[config.mk]
export PLATFORM = sky130hd
export DESIGN_NAME = lrw_bounded_map
export DESIGN_NICKNAME = d
export VERILOG_FILES = /design/src/design/lrw_pkg.sv /design/src/design/lrw_table.sv /design/src/design/lrw_bounded_map.sv
export SDC_FILE = /design/constraint.sdc
export NUM_CORES = 2
export LEC_CHECK = 0
export ABC_AREA = 1
export BUFFER_PORTS_ARGS = -buffer_cell sky130_fd_sc_hd__buf_4
export CORE_AREA = 2 2 396 300
export DETAILED_ROUTE_END_ITERATION = 7
export DIE_AREA = 0 0 398 302
export PLACE_DENSITY = 0.66
export SLEW_MARGIN = 20
export SYNTH_ARGS = -nofsm -noshare
export SYNTH_HDL_FRONTEND = slang
export SYNTH_SLANG_ARGS = --single-unit
[constraint.sdc]
create_clock -name clock -period 6.71 [get_ports clock]
set_input_delay 1.342 -clock clock [delete_from_list [all_inputs] [get_ports clock]]
set_output_delay 1.342 -clock clock [all_outputs]
set_load 0.01 [all_outputs]
[src/design/lrw_pkg.sv]
`timescale 1ns / 1ps
// ----------------------------------------------------------------------------
// lrw_pkg
// shared constants and control types of the least-recently-written map
// ----------------------------------------------------------------------------
package lrw_pkg;

   localparam int ENTRIES_DEFAULT    = 16;
   localparam int KEY_BITS_DEFAULT   = 32;
   localparam int VALUE_BITS_DEFAULT = 32;

   localparam int CAP_BITS = 5;
   localparam logic [CAP_BITS-1:0] CAP_RESET = 5'd16;

   localparam logic OP_PUT = 1'b0;
   localparam logic OP_GET = 1'b1;

   typedef struct packed {
      logic fire;
      logic op;
   } lrw_cmd_type;

   typedef struct packed {
      logic found;
      logic evicted;
   } lrw_stat_type;

endpackage

[src/design/lrw_table.sv]
`timescale 1ns / 1ps
// ----------------------------------------------------------------------------
// lrw_table
// fully associative entry table: parallel key compare, write-age update,
// eviction of the oldest written entry and insertion into the first free slot
// ----------------------------------------------------------------------------
module lrw_table #(
   parameter int ENTRIES    = lrw_pkg::ENTRIES_DEFAULT,
   parameter int KEY_BITS   = lrw_pkg::KEY_BITS_DEFAULT,
   parameter int VALUE_BITS = lrw_pkg::VALUE_BITS_DEFAULT
) (
   input  logic                          clock,
   input  logic                          reset,
   input  lrw_pkg::lrw_cmd_type          cmd,
   input  logic [lrw_pkg::CAP_BITS-1:0]  cap_limit,
   input  logic [KEY_BITS-1:0]           key,
   input  logic [VALUE_BITS-1:0]         value,
   output lrw_pkg::lrw_stat_type         stat,
   output logic [VALUE_BITS-1:0]         read_value
);

   localparam int AGE_BITS   = (ENTRIES > 2) ? $clog2(ENTRIES) : 1;
   localparam int COUNT_BITS = $clog2(ENTRIES + 1);
   localparam int CMP_BITS   = (COUNT_BITS > lrw_pkg::CAP_BITS) ? COUNT_BITS
                                                                 : lrw_pkg::CAP_BITS;

   logic [ENTRIES-1:0]    valid_ff;
   logic [ENTRIES-1:0]    valid_in;
   logic [KEY_BITS-1:0]   key_ff   [ENTRIES];
   logic [VALUE_BITS-1:0] value_ff [ENTRIES];
   logic [AGE_BITS-1:0]   age_ff   [ENTRIES];
   logic [AGE_BITS-1:0]   age_in   [ENTRIES];
   logic [COUNT_BITS-1:0] live_ff;
   logic [COUNT_BITS-1:0] live_in;

   logic [ENTRIES-1:0]    match;
   logic [ENTRIES-1:0]    victim;
   logic [ENTRIES-1:0]    valid_after;
   logic [ENTRIES-1:0]    slot_oh;
   logic [ENTRIES-1:0]    wr_oh;
   logic                  hit;
   logic                  is_put;
   logic                  need_evict;
   logic [AGE_BITS-1:0]   hit_age;
   logic [AGE_BITS-1:0]   oldest_age;
   logic [COUNT_BITS-1:0] live_dec;
   logic [CMP_BITS-1:0]   cap_eff;
   logic [CMP_BITS-1:0]   live_cmp;
   logic [VALUE_BITS-1:0] hit_value;
   logic                  taken;

   // compare, victim and free slot
   always_comb begin
      hit_value = '0;
      hit_age   = '0;
      for (int i = 0; i < ENTRIES; i++) begin
         match[i] = valid_ff[i] && (key_ff[i] == key);
         if (match[i]) begin
            hit_value = hit_value | value_ff[i];
            hit_age   = hit_age | age_ff[i];
         end
      end
      hit    = |match;
      is_put = (cmd.op == lrw_pkg::OP_PUT);

      cap_eff = CMP_BITS'(cap_limit);
      if (cap_eff == '0) begin
         cap_eff = CMP_BITS'(1);
      end
      if (cap_eff > CMP_BITS'(ENTRIES)) begin
         cap_eff = CMP_BITS'(ENTRIES);
      end
      live_cmp   = CMP_BITS'(live_ff);
      need_evict = is_put && !hit && (live_cmp >= cap_eff) && (live_ff != '0);

      // ages of live entries are distinct, oldest is live_count - 1
      live_dec   = live_ff - COUNT_BITS'(1);
      oldest_age = live_dec[AGE_BITS-1:0];
      for (int i = 0; i < ENTRIES; i++) begin
         victim[i] = valid_ff[i] && (age_ff[i] == oldest_age);
      end
      valid_after = need_evict ? (valid_ff & ~victim) : valid_ff;

      taken = 1'b0;
      for (int i = 0; i < ENTRIES; i++) begin
         slot_oh[i] = !valid_after[i] && !taken;
         if (!valid_after[i]) begin
            taken = 1'b1;
         end
      end
   end

   // next state
   always_comb begin
      valid_in = valid_ff;
      live_in  = live_ff;
      wr_oh    = '0;
      for (int i = 0; i < ENTRIES; i++) begin
         age_in[i] = age_ff[i];
      end
      if (cmd.fire && is_put) begin
         if (hit) begin
            wr_oh = match;
            for (int i = 0; i < ENTRIES; i++) begin
               if (match[i]) begin
                  age_in[i] = '0;
               end else if (valid_ff[i] && (age_ff[i] < hit_age)) begin
                  age_in[i] = age_ff[i] + AGE_BITS'(1);
               end
            end
         end else begin
            wr_oh    = slot_oh;
            valid_in = valid_after | slot_oh;
            live_in  = live_ff + COUNT_BITS'(1) - COUNT_BITS'(need_evict);
            for (int i = 0; i < ENTRIES; i++) begin
               if (slot_oh[i]) begin
                  age_in[i] = '0;
               end else if (valid_after[i]) begin
                  age_in[i] = age_ff[i] + AGE_BITS'(1);
               end
            end
         end
      end
   end

   always_ff @(posedge clock) begin
      if (reset) begin
         valid_ff <= '0;
         live_ff  <= '0;
      end else begin
         valid_ff <= valid_in;
         live_ff  <= live_in;
      end
   end

   always_ff @(posedge clock) begin
      for (int i = 0; i < ENTRIES; i++) begin
         age_ff[i] <= age_in[i];
         if (wr_oh[i]) begin
            value_ff[i] <= value;
            if (!hit) begin
               key_ff[i] <= key;
            end
         end
      end
   end

   assign stat.found   = hit;
   assign stat.evicted = need_evict;
   assign read_value   = (cmd.op == lrw_pkg::OP_GET) ? hit_value : '0;

endmodule

[src/design/lrw_bounded_map.sv]
`timescale 1ns / 1ps
// ----------------------------------------------------------------------------
// lrw_bounded_map
// bounded key/value map with least-recently-written replacement
// ----------------------------------------------------------------------------
// usage:
//   req_*  one word per put (req_op 0) or get (req_op 1), valid/stall
//   rsp_*  one result word per request, in order: found, read_value, evicted
//   csr_*  write of capacity_limit, csr_ready is always high; write only
//          while no request is in flight
// timing:
//   one request per cycle sustained while rsp is not stalled; a request
//   accepted into the input register is looked up and applied to the
//   table when it advances, and its result is loaded into the output
//   register as it is applied
// reset:
//   table empty, capacity_limit 16, both stages empty
// stall:
//   a stalled result holds in the output register; one more request is
//   taken into the input register, then req_stall rises until rsp drains
// ----------------------------------------------------------------------------
module lrw_bounded_map #(
   parameter int ENTRIES    = lrw_pkg::ENTRIES_DEFAULT,
   parameter int KEY_BITS   = lrw_pkg::KEY_BITS_DEFAULT,
   parameter int VALUE_BITS = lrw_pkg::VALUE_BITS_DEFAULT
) (
   input  logic                          clock,
   input  logic                          reset,
   input  logic                          req_valid,
   output logic                          req_stall,
   input  logic                          req_op,
   input  logic [KEY_BITS-1:0]           req_key,
   input  logic [VALUE_BITS-1:0]         req_value,
   output logic                          rsp_valid,
   input  logic                          rsp_stall,
   output logic                          rsp_found,
   output logic [VALUE_BITS-1:0]         rsp_read_value,
   output logic                          rsp_evicted,
   input  logic                          csr_valid,
   output logic                          csr_ready,
   input  logic [lrw_pkg::CAP_BITS-1:0]  csr_data
);

   logic                         s1_valid_ff;
   logic                         s1_valid_in;
   logic                         s1_op_ff;
   logic [KEY_BITS-1:0]          s1_key_ff;
   logic [VALUE_BITS-1:0]        s1_value_ff;
   logic                         rsp_valid_ff;
   logic                         rsp_found_ff;
   logic                         rsp_evicted_ff;
   logic [VALUE_BITS-1:0]        rsp_value_ff;
   logic [lrw_pkg::CAP_BITS-1:0] cap_ff;
   logic                         advance;
   logic                         req_take;
   lrw_pkg::lrw_cmd_type         cmd;
   lrw_pkg::lrw_stat_type        stat;
   logic [VALUE_BITS-1:0]        tbl_value;

   assign advance   = !rsp_valid_ff || !rsp_stall;
   assign req_stall = s1_valid_ff && !advance;
   assign req_take  = req_valid && !req_stall;
   assign cmd.fire  = s1_valid_ff && advance;
   assign cmd.op    = s1_op_ff;
   assign csr_ready = 1'b1;

   always_comb begin
      s1_valid_in = s1_valid_ff;
      if (req_take) begin
         s1_valid_in = 1'b1;
      end else if (cmd.fire) begin
         s1_valid_in = 1'b0;
      end
   end

   lrw_table #(
      .ENTRIES    (ENTRIES),
      .KEY_BITS   (KEY_BITS),
      .VALUE_BITS (VALUE_BITS)
   ) u_table (
      .clock      (clock),
      .reset      (reset),
      .cmd        (cmd),
      .cap_limit  (cap_ff),
      .key        (s1_key_ff),
      .value      (s1_value_ff),
      .stat       (stat),
      .read_value (tbl_value)
   );

   always_ff @(posedge clock) begin
      if (reset) begin
         s1_valid_ff  <= 1'b0;
         rsp_valid_ff <= 1'b0;
         cap_ff       <= lrw_pkg::CAP_RESET;
      end else begin
         s1_valid_ff <= s1_valid_in;
         if (advance) begin
            rsp_valid_ff <= s1_valid_ff;
         end
         if (csr_valid && csr_ready) begin
            cap_ff <= csr_data;
         end
      end
   end

   always_ff @(posedge clock) begin
      if (req_take) begin
         s1_op_ff    <= req_op;
         s1_key_ff   <= req_key;
         s1_value_ff <= req_value;
      end
      if (cmd.fire) begin
         rsp_found_ff   <= stat.found;
         rsp_evicted_ff <= stat.evicted;
         rsp_value_ff   <= tbl_value;
      end
   end

   assign rsp_valid      = rsp_valid_ff;
   assign rsp_found      = rsp_found_ff;
   assign rsp_read_value = rsp_value_ff;
   assign rsp_evicted    = rsp_evicted_ff;

   // checks
   a_evict_not_hit: assert property (@(posedge clock) disable iff (reset)
      rsp_valid_ff && rsp_evicted_ff |-> !rsp_found_ff)
      else $error("eviction reported on a hit");

   a_miss_zero: assert property (@(posedge clock) disable iff (reset)
      rsp_valid_ff && !rsp_found_ff |-> rsp_value_ff == '0)
      else $error("nonzero read value on a miss");

   a_get_no_evict: assert property (@(posedge clock) disable iff (reset)
      cmd.fire && (s1_op_ff == lrw_pkg::OP_GET) |=> !rsp_evicted_ff)
      else $error("get caused an eviction");

   a_fire_result: assert property (@(posedge clock) disable iff (reset)
      cmd.fire |=> rsp_valid_ff)
      else $error("processed word produced no result");

endmodule
==> reports/results.ini <==
[global_route]
antenna_found_initial=6
grt_pass1_vias=32600
grt_max_degree=45
grt_pass1_wl_mm=226
grt_use_total_pct=26.0
gr-total-overflow=0

[yosys]
yosysWarnings=0
ys_types=51
syn-num-nets=4353
synth_cells=4200
syn_avg_cell_area_sq_um=12.4
synthFlopType=edfxtp_1
async_flop_share_pct=0
synth.ff_latch_count=1215
yosysSeqAreaShare_pct=69.5
synth-edff-count=1187
syn_area_sq_um=52100

[floorplanning]
design.core.area_sq_um=117000
start_util_pct=44.7
die_w_microns=398
std_cell_rows=109
dieArea_sq_um=120000
pin_count=112
fp.dieH_microns=302

[timing]
slew_headroom_pct=22.8
setup_tns_ps=0
final-hold-violation-count=0
slew_violations=0
finalCritPeriodShare_pct=89.9
finClkSkew_ps=57.6
finalSetupViolations=0
worst_pin_slew_ps=1160
worst_slack_ps=675
max_freq_mhz=166
rsz0062_at_grt=false
finalCriticalPeriod_ps=6040

[setup_path]
critPathMaxFanout=21
path_common_cell=nand2_1
cp-startpoint=s1_key_ff[30]
crit-reg2reg-launch=s1_key_ff[30]
required_ps=7130
crit_path_max_incr_delay_ps=660
critPathKind=reg -> reg
worstSetupEndpointType=register
slowest_stage=edfxtp_1
crit_arrival_ps=6450
start_kind=register
rrSetupSlack_ps=670
r2r.worst_path.cells=26
r2r_end=u_table.value_ff[15][14]

[cts]
cts_resized=0
cts.htree.levels=3
clk_path_buf_depth=3
clk_latency_ps=770
clock-sinks=1215
cts_tree=yes
clkSlewWorstSetupHoldPaths_ps=60
cts_buffers=118
post_cts_buffers=0
cts_root_buffer=clkbuf_16
ctsHoldBuffers=0

[outcome]
status=finished clean

[place]
dpl.hpwl_mm=98.3
port_buffers=110
dp_cells=5829
dpl_cell_area_sq_um=55400
place.gp.congestion=0.938
dp_slack_ps=974

[detailed_routing]
wl_per_cell_microns=26.2
vias_per_cell=5.78
drt_iter0_markers=5226
drt-pass1-iter-count=6
num_vias=35000
drc_errors=0
detail-route-antenna-nets=0
wl_mm=159

[cells_and_area]
fin_area_sq_um=59300
seq_area_sq_um=36200
stdcell_count=6051
layout.nets=4549
syn2layout_area_growth_pct=13.8
n_fill_cell=9923
drive_above_1_share_pct=11.9
final_common_cell=edfxtp_1
final_cell_mix=1,187 x edfxtp_1, 924 x nand2_1, 393 x inv_1
multi_input_area_sq_um=13700

[power_and_ir_drop]
leakagePower_uw=0.0215
p_per_area_nw_per_um2=268
clkPwrFrac_pct=42.1
p_comb_share_pct=4.5
p_seq_share_pct=53.4
power_switching_uw=3570
power.share.switching_pct=22.5
ir_drop_mv=0.248
p_int_uw=12300

[min_path]
hold_path_class=reg -> reg
whs_path_depth=2
holdPathEnd=cap_ff[0]
hp-start=cap_ff[0]

[flow_run]
maxCapViolCount=0

[power by group through the flow]
stage / logic, uW / registers, uW / clock network, uW
floorplan: 372 / 8630 / 0
global placement: 693 / 8630 / 0
detailed placement: 702 / 8640 / 0
CTS: 706 / 8470 / 6740
global route: 770 / 8480 / 7040
finish: 722 / 8480 / 6690
[through the flow]
step,power (uW),hold slack (ps),util [%]
floorplan,9000,439,-
global placement,9330,468,47.5
detailed placement,9340,463,47.5
CTS,15900,480,50.8
global route,16300,516,50.8
finish,15900,491,50.9
[worst max-delay path by stage]
stage / to / cells past startpoint / slack [ps]
floorplan: u_table.key_ff[13][0] / 6 / 720
global placement: u_table.value_ff[8][31] / 24 / 1040
detailed placement: u_table.value_ff[15][24] / 27 / 970
CTS: u_table.value_ff[15][14] / 28 / 860
global route: u_table.value_ff[15][14] / 27 / 380
finish: u_table.value_ff[15][14] / 26 / 670
[metal layers]
| layer | share of wire, % | GRT usage (%) |
|---|---|---|
| met1 | 43 | 39.7 |
| met2 | 41 | 35.8 |
| met5 | 0.018 | 0 |
| met4 | 2.3 | 6.47 |
| met3 | 14 | 8.46 |
[sequential cells by signal, summed over array words and instances (netlist names)]
name / count
cap_ff: 5
u_table.age_ff: 64
s1_op_ff: 1
u_table.valid_ff: 16
u_table.live_cmp: 5
s1_valid_ff: 1
s1_key_ff: 32
rsp_found: 1
rsp_read_value: 32
u_table.key_ff: 512
u_table.value_ff: 512
rsp_valid: 1
rsp_evicted: 1
s1_value_ff: 32
[cells in the mapped netlist, types with 10 or more instances]
cell	instances	area share, %
a21oi_1	77	0.74
a22o_1	104	1.7
xor2_1	44	0.74
clkbuf_1	48	0.35
buf_1	33	0.24
a32o_1	34	0.65
a41oi_1	32	0.54
xnor2_1	173	2.9
o21ai_0	115	1.1
o22ai_1	46	0.55
edfxtp_1	1187	68
inv_2	37	0.27
nand4_1	68	0.82
o21a_1	22	0.32
or2_2	31	0.37
o21ai_1	11	0.11
inv_1	395	2.8
ha_1	78	1.9
a221oi_1	135	2.3
nand3_1	64	0.61
o221ai_1	10	0.17
buf_4	25	0.36
dfxtp_1	28	1.1
nand2_1	925	6.7
buf_2	39	0.37
o211ai_1	19	0.27
nor2_1	348	2.5
[final cells by class]
| cell class | count | area share [%] |
|---|---|---|
| clock buffers | 137 | 5.18 |
| repair buffers | 229 | 3.12 |
| flip-flops and latches | 1215 | 61.1 |
| diodes | 2 | 0.00844 |
| inverters | 440 | 2.79 |
| well taps | 1554 | 3.28 |
| multi-input cells | 2392 | 23.2 |
| clock inverters | 82 | 1.39 |
[worst max-delay path: cells and delay by family, from the launching register on]
| family | cells | cell delay [ps] |
|---|---|---|
| buffers and inverters | 4 | 860 |
| XOR/XNOR | 1 | 140 |
| AND/OR/NAND/NOR | 21 | 4010 |
| flip-flops | 1 | 660 |
[cell families after synthesis]
| group | synth area share [%] |
|---|---|
| and+or+nand+nor | 11.5 |
| DFF | 69.5 |
| AOI/OAI and AO/OA | 8.82 |
| buffers and inverters | 4.66 |
| xor gates and xnor gates | 3.65 |
| adders and majority gates | 1.87 |
| other | 0.00720 |
Note: power is estimated with default switching activity, not from simulation.
